[src/design/rdsf_pkg.sv]
// ----------------------------------------------------------------------------
// rdsf_pkg
// shared constants, controller states and command/status words
// ----------------------------------------------------------------------------
package rdsf_pkg;

  localparam int unsigned MaxEdgesDef   = 64;
  localparam int unsigned VertexBitsDef = 8;
  localparam int unsigned WeightBitsDef = 16;

  typedef enum logic [3:0] {
    ST_LOAD,
    ST_SEL_GO,
    ST_SEL_WAIT,
    ST_FIND_GO,
    ST_FIND_WAIT,
    ST_UPD,
    ST_MERGE_GO,
    ST_MERGE_WAIT,
    ST_NEXT,
    ST_OUT_RD,
    ST_OUT_SHOW
  } state_e;

  typedef enum logic [1:0] {
    SCAN_SEL,
    SCAN_FIND,
    SCAN_MERGE
  } scan_e;

  typedef struct packed {
    logic  load;
    logic  scan_start;
    scan_e scan_mode;
    logic  mark;
    logic  keep;
    logic  next_rank;
    logic  out_rd;
    logic  out_next;
    logic  clear;
  } cmd_t;

  typedef struct packed {
    logic busy;
    logic reject;
    logic merge;
    logic last_rank;
    logic out_last;
  } sts_t;

endpackage

[src/design/reverse_delete_spanning_forest_core.sv]
// ----------------------------------------------------------------------------
// reverse_delete_spanning_forest_core
// minimum spanning forest over a loaded edge list
// ----------------------------------------------------------------------------
// Edges load one word per cycle until a word with last_edge_i; words beyond
// MAX_EDGES are dropped and flagged on overflow_o. The forest is then built by
// a sequencer that, for each of the N stored edges, runs a scan of the edge
// memory to pick the next edge in weight order (ties by arrival), a scan to
// look up the component labels of its endpoints and, when two components join,
// a relabel scan; each scan reads the edge and label memories through a single
// read port. Self-loops never survive. Kept edges come out in ascending weight,
// each word read from the result store in ST_OUT_RD and held in ST_OUT_SHOW
// until taken, the last with last_result_o; with no survivor one word with
// empty_res_o is sent. Input is not taken while a run is in progress.
module reverse_delete_spanning_forest_core import rdsf_pkg::*; #(
  parameter int unsigned MAX_EDGES   = MaxEdgesDef,
  parameter int unsigned VERTEX_BITS = VertexBitsDef,
  parameter int unsigned WEIGHT_BITS = WeightBitsDef
) (
  input  logic                   clk_i,
  input  logic                   rst_ni,
  input  logic                   in_valid_i,
  output logic                   in_ready_o,
  input  logic [VERTEX_BITS-1:0] first_vertex_i,
  input  logic [VERTEX_BITS-1:0] second_vertex_i,
  input  logic [WEIGHT_BITS-1:0] weight_i,
  input  logic                   last_edge_i,
  output logic                   out_valid_o,
  input  logic                   out_ready_i,
  output logic [VERTEX_BITS-1:0] out_first_vertex_o,
  output logic [VERTEX_BITS-1:0] out_second_vertex_o,
  output logic [WEIGHT_BITS-1:0] out_weight_o,
  output logic                   last_result_o,
  output logic                   empty_res_o,
  output logic                   overflow_o
);

  cmd_t cmd;
  sts_t sts;

  rdsf_ctrl u_ctrl (
    .clk_i         (clk_i),
    .rst_ni        (rst_ni),
    .in_valid_i    (in_valid_i),
    .in_ready_o    (in_ready_o),
    .last_edge_i   (last_edge_i),
    .out_valid_o   (out_valid_o),
    .out_ready_i   (out_ready_i),
    .last_result_o (last_result_o),
    .sts_i         (sts),
    .cmd_o         (cmd)
  );

  rdsf_datapath #(
    .MAX_EDGES   (MAX_EDGES),
    .VERTEX_BITS (VERTEX_BITS),
    .WEIGHT_BITS (WEIGHT_BITS)
  ) u_dp (
    .clk_i               (clk_i),
    .rst_ni              (rst_ni),
    .cmd_i               (cmd),
    .sts_o               (sts),
    .first_vertex_i      (first_vertex_i),
    .second_vertex_i     (second_vertex_i),
    .weight_i            (weight_i),
    .out_first_vertex_o  (out_first_vertex_o),
    .out_second_vertex_o (out_second_vertex_o),
    .out_weight_o        (out_weight_o),
    .empty_res_o         (empty_res_o),
    .overflow_o          (overflow_o)
  );

  a_empty_is_last: assert property (@(posedge clk_i) disable iff (!rst_ni)
    out_valid_o && empty_res_o |-> last_result_o)
    else $error("empty word without last mark");

  a_no_load_while_out: assert property (@(posedge clk_i) disable iff (!rst_ni)
    out_valid_o |-> !in_ready_o)
    else $error("input taken during output");

  a_last_returns_load: assert property (@(posedge clk_i) disable iff (!rst_ni)
    out_valid_o && out_ready_i && last_result_o |=> in_ready_o && !out_valid_o)
    else $error("no return to load after last word");

  a_scan_quiet_on_out: assert property (@(posedge clk_i) disable iff (!rst_ni)
    out_valid_o |-> !sts.busy)
    else $error("scan active during output");

endmodule

[src/design/rdsf_datapath.sv]
// ----------------------------------------------------------------------------
// rdsf_datapath
// edge store, component labels, scan engine and result list
// ----------------------------------------------------------------------------
module rdsf_datapath import rdsf_pkg::*; #(
  parameter int unsigned MAX_EDGES   = MaxEdgesDef,
  parameter int unsigned VERTEX_BITS = VertexBitsDef,
  parameter int unsigned WEIGHT_BITS = WeightBitsDef
) (
  input  logic                   clk_i,
  input  logic                   rst_ni,
  input  cmd_t                   cmd_i,
  output sts_t                   sts_o,
  input  logic [VERTEX_BITS-1:0] first_vertex_i,
  input  logic [VERTEX_BITS-1:0] second_vertex_i,
  input  logic [WEIGHT_BITS-1:0] weight_i,
  output logic [VERTEX_BITS-1:0] out_first_vertex_o,
  output logic [VERTEX_BITS-1:0] out_second_vertex_o,
  output logic [WEIGHT_BITS-1:0] out_weight_o,
  output logic                   empty_res_o,
  output logic                   overflow_o
);

  localparam int unsigned IW = (MAX_EDGES > 1) ? $clog2(MAX_EDGES) : 1;
  localparam int unsigned CW = $clog2(MAX_EDGES + 1);
  localparam int unsigned VB = VERTEX_BITS;
  localparam int unsigned WB = WEIGHT_BITS;
  localparam int unsigned EW = 2 * VB + WB;

  logic [EW-1:0] edge_mem [MAX_EDGES];
  logic [IW-1:0] comp_mem [MAX_EDGES];
  logic [EW-1:0] res_mem  [MAX_EDGES];

  logic [EW-1:0] edge_rd_q;
  logic [IW-1:0] comp_rd_q;
  logic [EW-1:0] res_rd_q;

  logic [CW-1:0] n_q, n_d, kc_q, kc_d, rank_q, rank_d, oi_q, oi_d;
  logic          ovf_q, ovf_d;
  logic [MAX_EDGES-1:0] done_q, done_d, kept_q, kept_d;
  logic [CW-1:0] idx_q, idx_d;
  logic          run_q, run_d, dv_q, dv_d;
  scan_e         mode_q, mode_d;
  logic [IW-1:0] didx_q, didx_d;
  logic          bf_q, bf_d, fu_q, fu_d, fv_q, fv_d;
  logic [IW-1:0] bi_q, bi_d, cu_q, cu_d, cv_q, cv_d;
  logic [VB-1:0] bu_q, bu_d, bv_q, bv_d;
  logic [WB-1:0] bw_q, bw_d;

  logic          full;
  logic [VB-1:0] rd_s, rd_e;
  logic [WB-1:0] rd_w;
  logic [IW-1:0] new_lab;
  logic          merge_wr;

  assign full     = (n_q == CW'(MAX_EDGES));
  assign rd_s     = edge_rd_q[EW-1 -: VB];
  assign rd_e     = edge_rd_q[WB +: VB];
  assign rd_w     = edge_rd_q[WB-1:0];
  assign new_lab  = fu_q ? cu_q : (fv_q ? cv_q : bi_q);
  assign merge_wr = dv_q && (mode_q == SCAN_MERGE) && done_q[didx_q] && kept_q[didx_q]
                    && (comp_rd_q == cv_q);

  // memories
  always_ff @(posedge clk_i) begin
    if (cmd_i.load && !full) begin
      edge_mem[n_q[IW-1:0]] <= {first_vertex_i, second_vertex_i, weight_i};
    end
    edge_rd_q <= edge_mem[idx_q[IW-1:0]];
  end

  always_ff @(posedge clk_i) begin
    if (cmd_i.keep) begin
      comp_mem[bi_q] <= new_lab;
    end else if (merge_wr) begin
      comp_mem[didx_q] <= cu_q;
    end
    comp_rd_q <= comp_mem[idx_q[IW-1:0]];
  end

  always_ff @(posedge clk_i) begin
    if (cmd_i.keep) begin
      res_mem[kc_q[IW-1:0]] <= {bu_q, bv_q, bw_q};
    end
    if (cmd_i.out_rd) begin
      res_rd_q <= res_mem[oi_q[IW-1:0]];
    end
  end

  always_comb begin
    n_d    = n_q;
    ovf_d  = ovf_q;
    kc_d   = kc_q;
    rank_d = rank_q;
    oi_d   = oi_q;
    done_d = done_q;
    kept_d = kept_q;
    idx_d  = idx_q;
    run_d  = run_q;
    mode_d = mode_q;
    dv_d   = run_q;
    didx_d = idx_q[IW-1:0];
    bf_d   = bf_q;
    bi_d   = bi_q;
    bu_d   = bu_q;
    bv_d   = bv_q;
    bw_d   = bw_q;
    fu_d   = fu_q;
    fv_d   = fv_q;
    cu_d   = cu_q;
    cv_d   = cv_q;

    if (cmd_i.load) begin
      if (full) begin
        ovf_d = 1'b1;
      end else begin
        n_d = n_q + CW'(1);
      end
    end

    // scan engine
    if (run_q) begin
      idx_d = idx_q + CW'(1);
      if (idx_q == n_q - CW'(1)) begin
        run_d = 1'b0;
      end
    end
    if (cmd_i.scan_start) begin
      idx_d  = '0;
      run_d  = 1'b1;
      mode_d = cmd_i.scan_mode;
      if (cmd_i.scan_mode == SCAN_SEL) begin
        bf_d = 1'b0;
      end
      if (cmd_i.scan_mode == SCAN_FIND) begin
        fu_d = 1'b0;
        fv_d = 1'b0;
      end
    end

    if (dv_q && (mode_q == SCAN_SEL) && !done_q[didx_q]) begin
      if (!bf_q || (rd_w < bw_q)) begin
        bf_d = 1'b1;
        bi_d = didx_q;
        bu_d = rd_s;
        bv_d = rd_e;
        bw_d = rd_w;
      end
    end

    if (dv_q && (mode_q == SCAN_FIND) && done_q[didx_q] && kept_q[didx_q]) begin
      if ((rd_s == bu_q) || (rd_e == bu_q)) begin
        fu_d = 1'b1;
        cu_d = comp_rd_q;
      end
      if ((rd_s == bv_q) || (rd_e == bv_q)) begin
        fv_d = 1'b1;
        cv_d = comp_rd_q;
      end
    end

    if (cmd_i.mark) begin
      done_d[bi_q] = 1'b1;
    end
    if (cmd_i.keep) begin
      kept_d[bi_q] = 1'b1;
      kc_d         = kc_q + CW'(1);
    end
    if (cmd_i.next_rank) begin
      rank_d = rank_q + CW'(1);
    end
    if (cmd_i.out_next) begin
      oi_d = oi_q + CW'(1);
    end
    if (cmd_i.clear) begin
      n_d    = '0;
      ovf_d  = 1'b0;
      kc_d   = '0;
      rank_d = '0;
      oi_d   = '0;
      done_d = '0;
      kept_d = '0;
    end
  end

  always_ff @(posedge clk_i or negedge rst_ni) begin
    if (!rst_ni) begin
      n_q    <= '0;
      ovf_q  <= 1'b0;
      kc_q   <= '0;
      rank_q <= '0;
      oi_q   <= '0;
      done_q <= '0;
      kept_q <= '0;
      idx_q  <= '0;
      run_q  <= 1'b0;
      dv_q   <= 1'b0;
      mode_q <= SCAN_SEL;
      bf_q   <= 1'b0;
      fu_q   <= 1'b0;
      fv_q   <= 1'b0;
    end else begin
      n_q    <= n_d;
      ovf_q  <= ovf_d;
      kc_q   <= kc_d;
      rank_q <= rank_d;
      oi_q   <= oi_d;
      done_q <= done_d;
      kept_q <= kept_d;
      idx_q  <= idx_d;
      run_q  <= run_d;
      dv_q   <= dv_d;
      mode_q <= mode_d;
      bf_q   <= bf_d;
      fu_q   <= fu_d;
      fv_q   <= fv_d;
    end
  end

  always_ff @(posedge clk_i) begin
    didx_q <= didx_d;
    bi_q   <= bi_d;
    bu_q   <= bu_d;
    bv_q   <= bv_d;
    bw_q   <= bw_d;
    cu_q   <= cu_d;
    cv_q   <= cv_d;
  end

  assign sts_o.busy      = run_q || dv_q;
  assign sts_o.reject    = (bu_q == bv_q) || (fu_q && fv_q && (cu_q == cv_q));
  assign sts_o.merge     = fu_q && fv_q;
  assign sts_o.last_rank = (rank_q == n_q - CW'(1));
  assign sts_o.out_last  = (kc_q == '0) || (oi_q == kc_q - CW'(1));

  assign empty_res_o         = (kc_q == '0);
  assign overflow_o          = ovf_q;
  assign out_first_vertex_o  = empty_res_o ? '0 : res_rd_q[EW-1 -: VB];
  assign out_second_vertex_o = empty_res_o ? '0 : res_rd_q[WB +: VB];
  assign out_weight_o        = empty_res_o ? '0 : res_rd_q[WB-1:0];

endmodule

[src/design/rdsf_ctrl.sv]
// ----------------------------------------------------------------------------
// rdsf_ctrl
// sequencer for load, edge selection, connectivity test and result output
// ----------------------------------------------------------------------------
module rdsf_ctrl import rdsf_pkg::*; (
  input  logic clk_i,
  input  logic rst_ni,
  input  logic in_valid_i,
  output logic in_ready_o,
  input  logic last_edge_i,
  output logic out_valid_o,
  input  logic out_ready_i,
  output logic last_result_o,
  input  sts_t sts_i,
  output cmd_t cmd_o
);

  state_e state_q, state_d;

  always_comb begin
    state_d = state_q;
    case (state_q)
      ST_LOAD: begin
        if (in_valid_i && last_edge_i) begin
          state_d = ST_SEL_GO;
        end
      end
      ST_SEL_GO:   state_d = ST_SEL_WAIT;
      ST_SEL_WAIT: begin
        if (!sts_i.busy) begin
          state_d = ST_FIND_GO;
        end
      end
      ST_FIND_GO:   state_d = ST_FIND_WAIT;
      ST_FIND_WAIT: begin
        if (!sts_i.busy) begin
          state_d = sts_i.reject ? ST_NEXT : ST_UPD;
        end
      end
      ST_UPD:        state_d = sts_i.merge ? ST_MERGE_GO : ST_NEXT;
      ST_MERGE_GO:   state_d = ST_MERGE_WAIT;
      ST_MERGE_WAIT: begin
        if (!sts_i.busy) begin
          state_d = ST_NEXT;
        end
      end
      ST_NEXT:   state_d = sts_i.last_rank ? ST_OUT_RD : ST_SEL_GO;
      ST_OUT_RD: state_d = ST_OUT_SHOW;
      ST_OUT_SHOW: begin
        if (out_ready_i) begin
          state_d = sts_i.out_last ? ST_LOAD : ST_OUT_RD;
        end
      end
      default: state_d = ST_LOAD;
    endcase
  end

  always_comb begin
    cmd_o         = '0;
    cmd_o.scan_mode = SCAN_SEL;
    in_ready_o    = 1'b0;
    out_valid_o   = 1'b0;
    last_result_o = sts_i.out_last;
    case (state_q)
      ST_LOAD: begin
        in_ready_o = 1'b1;
        cmd_o.load = in_valid_i;
      end
      ST_SEL_GO: begin
        cmd_o.scan_start = 1'b1;
        cmd_o.scan_mode  = SCAN_SEL;
      end
      ST_FIND_GO: begin
        cmd_o.scan_start = 1'b1;
        cmd_o.scan_mode  = SCAN_FIND;
        cmd_o.mark       = 1'b1;
      end
      ST_UPD:      cmd_o.keep = 1'b1;
      ST_MERGE_GO: begin
        cmd_o.scan_start = 1'b1;
        cmd_o.scan_mode  = SCAN_MERGE;
      end
      ST_NEXT:   cmd_o.next_rank = 1'b1;
      ST_OUT_RD: cmd_o.out_rd = 1'b1;
      ST_OUT_SHOW: begin
        out_valid_o = 1'b1;
        if (out_ready_i) begin
          cmd_o.out_next = 1'b1;
          cmd_o.clear    = sts_i.out_last;
        end
      end
      default: begin
      end
    endcase
  end

  always_ff @(posedge clk_i or negedge rst_ni) begin
    if (!rst_ni) begin
      state_q <= ST_LOAD;
    end else begin
      state_q <= state_d;
    end
  end

endmodule

[config.mk]
export PLATFORM = sky130hd
export DESIGN_NAME = reverse_delete_spanning_forest_core
export DESIGN_NICKNAME = d
export VERILOG_FILES = /design/src/design/rdsf_pkg.sv /design/src/design/reverse_delete_spanning_forest_core.sv /design/src/design/rdsf_datapath.sv /design/src/design/rdsf_ctrl.sv
export SDC_FILE = /design/constraint.sdc
export NUM_CORES = 2
export LEC_CHECK = 0
export ABC_CLOCK_PERIOD_IN_PS = 16800
export BUFFER_PORTS_ARGS = -buffer_cell sky130_fd_sc_hd__buf_2
export CELL_PAD_IN_SITES_DETAIL_PLACEMENT = 2
export CELL_PAD_IN_SITES_GLOBAL_PLACEMENT = 2
export CORE_MARGIN = 3
export CORE_UTILIZATION = 40
export CTS_BUF_LIST = sky130_fd_sc_hd__clkbuf_16
export CTS_CLUSTER_DIAMETER = 120
export DETAILED_ROUTE_END_ITERATION = 7
export PLACE_DENSITY = 0.75
export SLEW_MARGIN = 20
export SYNTH_ARGS = -nofsm -noshare
export SYNTH_HDL_FRONTEND = slang
export SYNTH_MEMORY_MAX_BITS = 65536
export SYNTH_SLANG_ARGS = --single-unit
[constraint.sdc]
create_clock -name clk_i -period 16.8 [get_ports clk_i]
set_input_delay 3.36 -clock clk_i [delete_from_list [all_inputs] [get_ports clk_i]]
set_output_delay 3.36 -clock clk_i [all_outputs]
set_load 0.005 [all_outputs]
==> flow_results.xml <==
<?xml version="1.0" encoding="UTF-8"?>
<metrics>
  <group name="route">
    <metric name="postRouteAntennaNets" unit="">0</metric>
    <metric name="firstDrtPassIters" unit="">8</metric>
    <metric name="drt_wl_total" unit="mm">652</metric>
    <metric name="route.detailed.wl_per_inst" unit="um">44.0</metric>
    <metric name="route.met2.wl" unit="mm">331</metric>
    <metric name="route.top_layer_used" unit="">met5</metric>
    <metric name="drcViolationCount" unit="">0</metric>
    <metric name="met3_wirelength" unit="mm">50.7</metric>
    <metric name="initialDrtViolationCount" unit="">13951</metric>
    <metric name="vias_per_cell" unit="">6.36</metric>
    <metric name="wl_met1" unit="mm">236</metric>
    <metric name="detailroute.via_count" unit="">94076</metric>
  </group>
  <group name="critical_path">
    <metric name="critPathCaptureType" unit="">output pin</metric>
    <metric name="path_max_fanout" unit="">32</metric>
    <metric name="data_required_time_at_the_worst_endpoint" unit="ps">13440</metric>
    <metric name="crit_chain" unit="">buf_4 -&gt; nand3_1 -&gt; a22oi_1 -&gt; o2111ai_1 -&gt; o31ai_2 -&gt; buf_4 -&gt; buf_2</metric>
    <metric name="criticalPathCategory" unit="">flop to output pin</metric>
    <metric name="startpoint_type" unit="">flop</metric>
    <metric name="arrival" unit="ps">4280</metric>
    <metric name="crit_path_top_delay_cell" unit="">dfrtp_4</metric>
    <metric name="critical-path-top-cell-by-count" unit="">buf_4</metric>
    <metric name="critical_path.max_stage_delay" unit="ps">780</metric>
    <metric name="timing.reg2reg.setup_slack" unit="ps">10640</metric>
  </group>
  <group name="sta">
    <metric name="postLayoutSetupSlackWorst" unit="ps">9160</metric>
    <metric name="setup-violations-final" unit="">0</metric>
    <metric name="max_slew.worst_pin.slew" unit="ps">1190</metric>
    <metric name="slew_viol_final" unit="">0</metric>
    <metric name="setup-tns-final" unit="ps">0</metric>
    <metric name="finalCriticalPeriod" unit="ps">7640</metric>
    <metric name="fin_crit_sh" unit="">0.455</metric>
    <metric name="max_clock_freq" unit="GHz">0.131</metric>
    <metric name="rsz0062_at_grt" unit="">no</metric>
    <metric name="skew" unit="ps">143</metric>
    <metric name="timing_hold_violations_final" unit="">0</metric>
    <metric name="timing.slew.headroom" unit="">0.203</metric>
  </group>
  <group name="global_routing">
    <metric name="grt_pass1_vias" unit="">98294</metric>
    <metric name="initial_antenna_violation_count" unit="">63</metric>
    <metric name="grt_overflow_total" unit="">0</metric>
    <metric name="grt.total_usage" unit="">0.275</metric>
    <metric name="grt_start_max_net_pins" unit="">153</metric>
    <metric name="grt_pass1_wl" unit="mm">897</metric>
  </group>
  <group name="clock_network">
    <metric name="tritoncts" unit="">done</metric>
    <metric name="cts_inserted_buffers" unit="">479</metric>
    <metric name="cts_h_tree_depth" unit="">5</metric>
    <metric name="ctsRootBufferMaster" unit="">clkbuf_16</metric>
    <metric name="ctsHoldBuffers" unit="">0</metric>
    <metric name="max-clock-path-buffers" unit="">4</metric>
    <metric name="cts.repair.resized" unit="">0</metric>
    <metric name="cts_post_setup_buffers_inserted" unit="">0</metric>
    <metric name="clk_transition_reported_paths" unit="ps">70</metric>
    <metric name="insertion_delay" unit="ps">1100</metric>
    <metric name="tritoncts_num_sinks" unit="">4781</metric>
  </group>
  <group name="status">
    <metric name="outcome" unit="">finished clean</metric>
  </group>
  <group name="floorplan">
    <metric name="io_pins" unit="">74</metric>
    <metric name="core.rowCount" unit="">248</metric>
    <metric name="initial_cell_density_of_the_core" unit="">0.402</metric>
    <metric name="core-area" unit="um^2">456000</metric>
    <metric name="die-height" unit="um">683</metric>
    <metric name="width_of_the_chip" unit="um">683</metric>
    <metric name="die_outline_area" unit="um^2">467000</metric>
  </group>
  <group name="yosys">
    <metric name="synth-seq-cells" unit="">4781</metric>
    <metric name="synth_top_flop_cell" unit="">edfxtp_1</metric>
    <metric name="synth.yosys.warnings" unit="">0</metric>
    <metric name="synth_cells" unit="">7790</metric>
    <metric name="synth-edff-count" unit="">4562</metric>
    <metric name="async_flop_share" unit="">0.0366</metric>
    <metric name="netlist-cell-type-count" unit="">61</metric>
    <metric name="synth.avg_cell_area" unit="um^2">23.5</metric>
    <metric name="yosysSeqAreaShare" unit="">0.776</metric>
    <metric name="synth_fp_nets" unit="">7851</metric>
    <metric name="synth_area" unit="um^2">183000</metric>
  </group>
  <group name="placed_design">
    <metric name="place_worst_setup_slack" unit="ps">10000</metric>
    <metric name="gpl.final_weighted_congestion" unit="">0.787</metric>
    <metric name="io_buffers" unit="">73</metric>
    <metric name="place_hpwl" unit="mm">365</metric>
  </group>
  <group name="layout">
    <metric name="drive_gt1_frac" unit="">0.311</metric>
    <metric name="final_stage_net_count" unit="">8271</metric>
    <metric name="synthToLayoutAreaGrowth" unit="%">14.2</metric>
  </group>
  <group name="power">
    <metric name="seq_power_share" unit="">0.436</metric>
    <metric name="static-leakage-power" unit="nW">63.9</metric>
    <metric name="combinational_group_share_of_total_power" unit="">0.228</metric>
    <metric name="maximum_ir_drop_on_the_vdd_rail" unit="V">0.000197</metric>
    <metric name="power.internal" unit="mW">22.9</metric>
    <metric name="clkPwrFrac" unit="">0.336</metric>
    <metric name="netSwitchingPower" unit="mW">10.1</metric>
    <metric name="share_of_total_power_consumed_by_net_switching" unit="">0.306</metric>
    <metric name="power-per-cell-area" unit="nW/um^2">158</metric>
  </group>
  <group name="hold_path">
    <metric name="timing.hold.worst.class" unit="">flop to flop</metric>
  </group>
  <group name="job">
    <metric name="cap_violations" unit="">0</metric>
  </group>
</metrics>
## cell families after synthesis
logic type,share of synthesized area
flip-flops,0.776
multiplexers,0.185
AND/OR/NAND/NOR,0.0152
buffers and inverters,0.00970
AO/OA/AOI/OAI,0.00820
XOR/XNOR,0.00492
adder cells (fa/ha/maj),0.00164
## layout make-up
type                       instances  area [um^2]
sequential                      4781       142000
inverter                          32          120
antenna                           35         87.6
multi-input combinational       2560        40600
fill                           40109       247000
clock buffer                     488        12200
clock inverter                   421         3320
timing repair buffer             356         3170
tap                             6125         7660
## sequential cells by signal, indices dropped and copies added (netlist names), 7 cells and up
| signal | count |
|---|---|
| u_dp.kept_q | 64 |
| u_dp.bu_q | 8 |
| u_dp.oi_q | 7 |
| u_dp.done_q | 64 |
| u_dp.kc_q | 7 |
| u_dp.res_mem | 2048 |
| u_dp.n_q | 7 |
| u_dp.res_rd_q | 32 |
| u_dp.edge_mem | 2048 |
| u_dp.idx_q | 7 |
| u_dp.edge_rd_q | 32 |
| u_dp.rank_q | 7 |
| u_dp.comp_mem | 384 |
| u_dp.bw_q | 16 |
| u_dp.bv_q | 8 |
## per-layer routing
layer,up-vias,global-route usage
li1,34027,-
met1,52315,0.350
met2,6227,0.469
met3,1459,0.0473
met4,48,0.113
met5,-,0
## worst paths after layout
path                                               end  depth (start not counted)                 startpoint
setup / recovery                         last_result_o                          7   u_dp.oi_q[2]$_DFFE_PN0P_
hold / removal                  u_dp.cu_q[3]$_DFFE_PP_                          0  u_dp.comp_rd_q[3]$_DFF_P_
setup reg to reg           u_dp.res_rd_q[16]$_DFFE_PP_                          7   u_dp.oi_q[1]$_DFFE_PN0P_
hold reg to reg                 u_dp.cu_q[3]$_DFFE_PP_                          0  u_dp.comp_rd_q[3]$_DFF_P_
max in group asynchronous     u_dp.oi_q[3]$_DFFE_PN0P_                          2                     rst_ni
min in group asynchronous   u_dp.rank_q[0]$_DFFE_PN0P_                          1                     rst_ni
## power by group through the flow
stage	registers, mW	clock network, mW	logic (mW)
5_1_grt	14.4	11.6	7.83
3_3_place_gp	14.5	0	6.70
3_5_place_dp	14.6	0	7.26
2_1_floorplan	14.4	0	4.57
4_1_cts	14.4	11.2	7.47
6_report	14.4	11.1	7.52
## synthesized netlist by cell type, drive strengths merged, types with 3 or more instances
cell type / number / area [um^2]
edfxtp: 4562 / 137000
mux4: 1470 / 33100
nor2: 401 / 1510
clkbuf: 262 / 983
dfrtp: 175 / 4380
buf: 155 / 676
a21oi: 142 / 711
mux2i: 75 / 751
nand2: 66 / 248
xnor2: 60 / 526
dfxtp: 44 / 881
xor2: 43 / 377
and2: 36 / 225
inv: 32 / 120
a22oi: 29 / 218
nand3: 28 / 140
o21ai: 28 / 140
ha: 24 / 300
nor3: 19 / 95.1
nand4: 17 / 106
nand2b: 11 / 68.8
a21o: 9 / 67.6
and3: 9 / 56.3
nand3b: 9 / 67.6
nor2b: 8 / 50.1
nor4: 7 / 43.8
o31ai: 6 / 45.0
or2: 6 / 37.5
a32oi: 5 / 43.8
nor3b: 5 / 37.5
or3: 5 / 31.3
a2bb2oi: 4 / 35.0
a31oi: 4 / 25.0
or3b: 4 / 35.0
a22o: 3 / 26.3
o22ai: 3 / 18.8
o31a: 3 / 26.3
## critical path, delay by kind of cell (launching register included)
kind,cells,cell delay (ps)
DFF,1,780
AOI/OAI and AO/OA,3,1010
and+or+nand+nor,1,230
buffers and inverters,3,1190
## cell usage in the layout (no fill, tap or decap), drive strengths merged, types with 7 or more instances in the layout
cell type	count
and2	36
clkinv	241
bufinv	48
nand3b	9
nor4	7
dfrtp	175
nand2b	11
inv	152
nand4	17
diode	35
edfxtp	4562
ha	24
a21oi	142
nand3	28
dfxtp	44
mux4	1470
o21ai	28
nor2b	8
nor3	19
xor2	43
nand2	66
and3	9
a21o	9
mux2i	75
clkinvlp	12
buf	353
a22oi	29
clkbuf	491
xnor2	60
nor2	401
## per-stage QoR
stage	instance area [um^2]	utilization	cells	hold slack [ps]	total power [mW]
2_1_floorplan	183000	-	7790	345	18.9
3_3_place_gp	193000	0.422	13814	465	21.2
3_5_place_dp	193000	0.423	13828	468	21.8
4_1_cts	209000	0.457	14737	508	33.0
5_1_grt	209000	0.459	14765	525	33.9
6_report	209000	0.459	14798	496	33.0
Power figures use the tool's default switching activity.
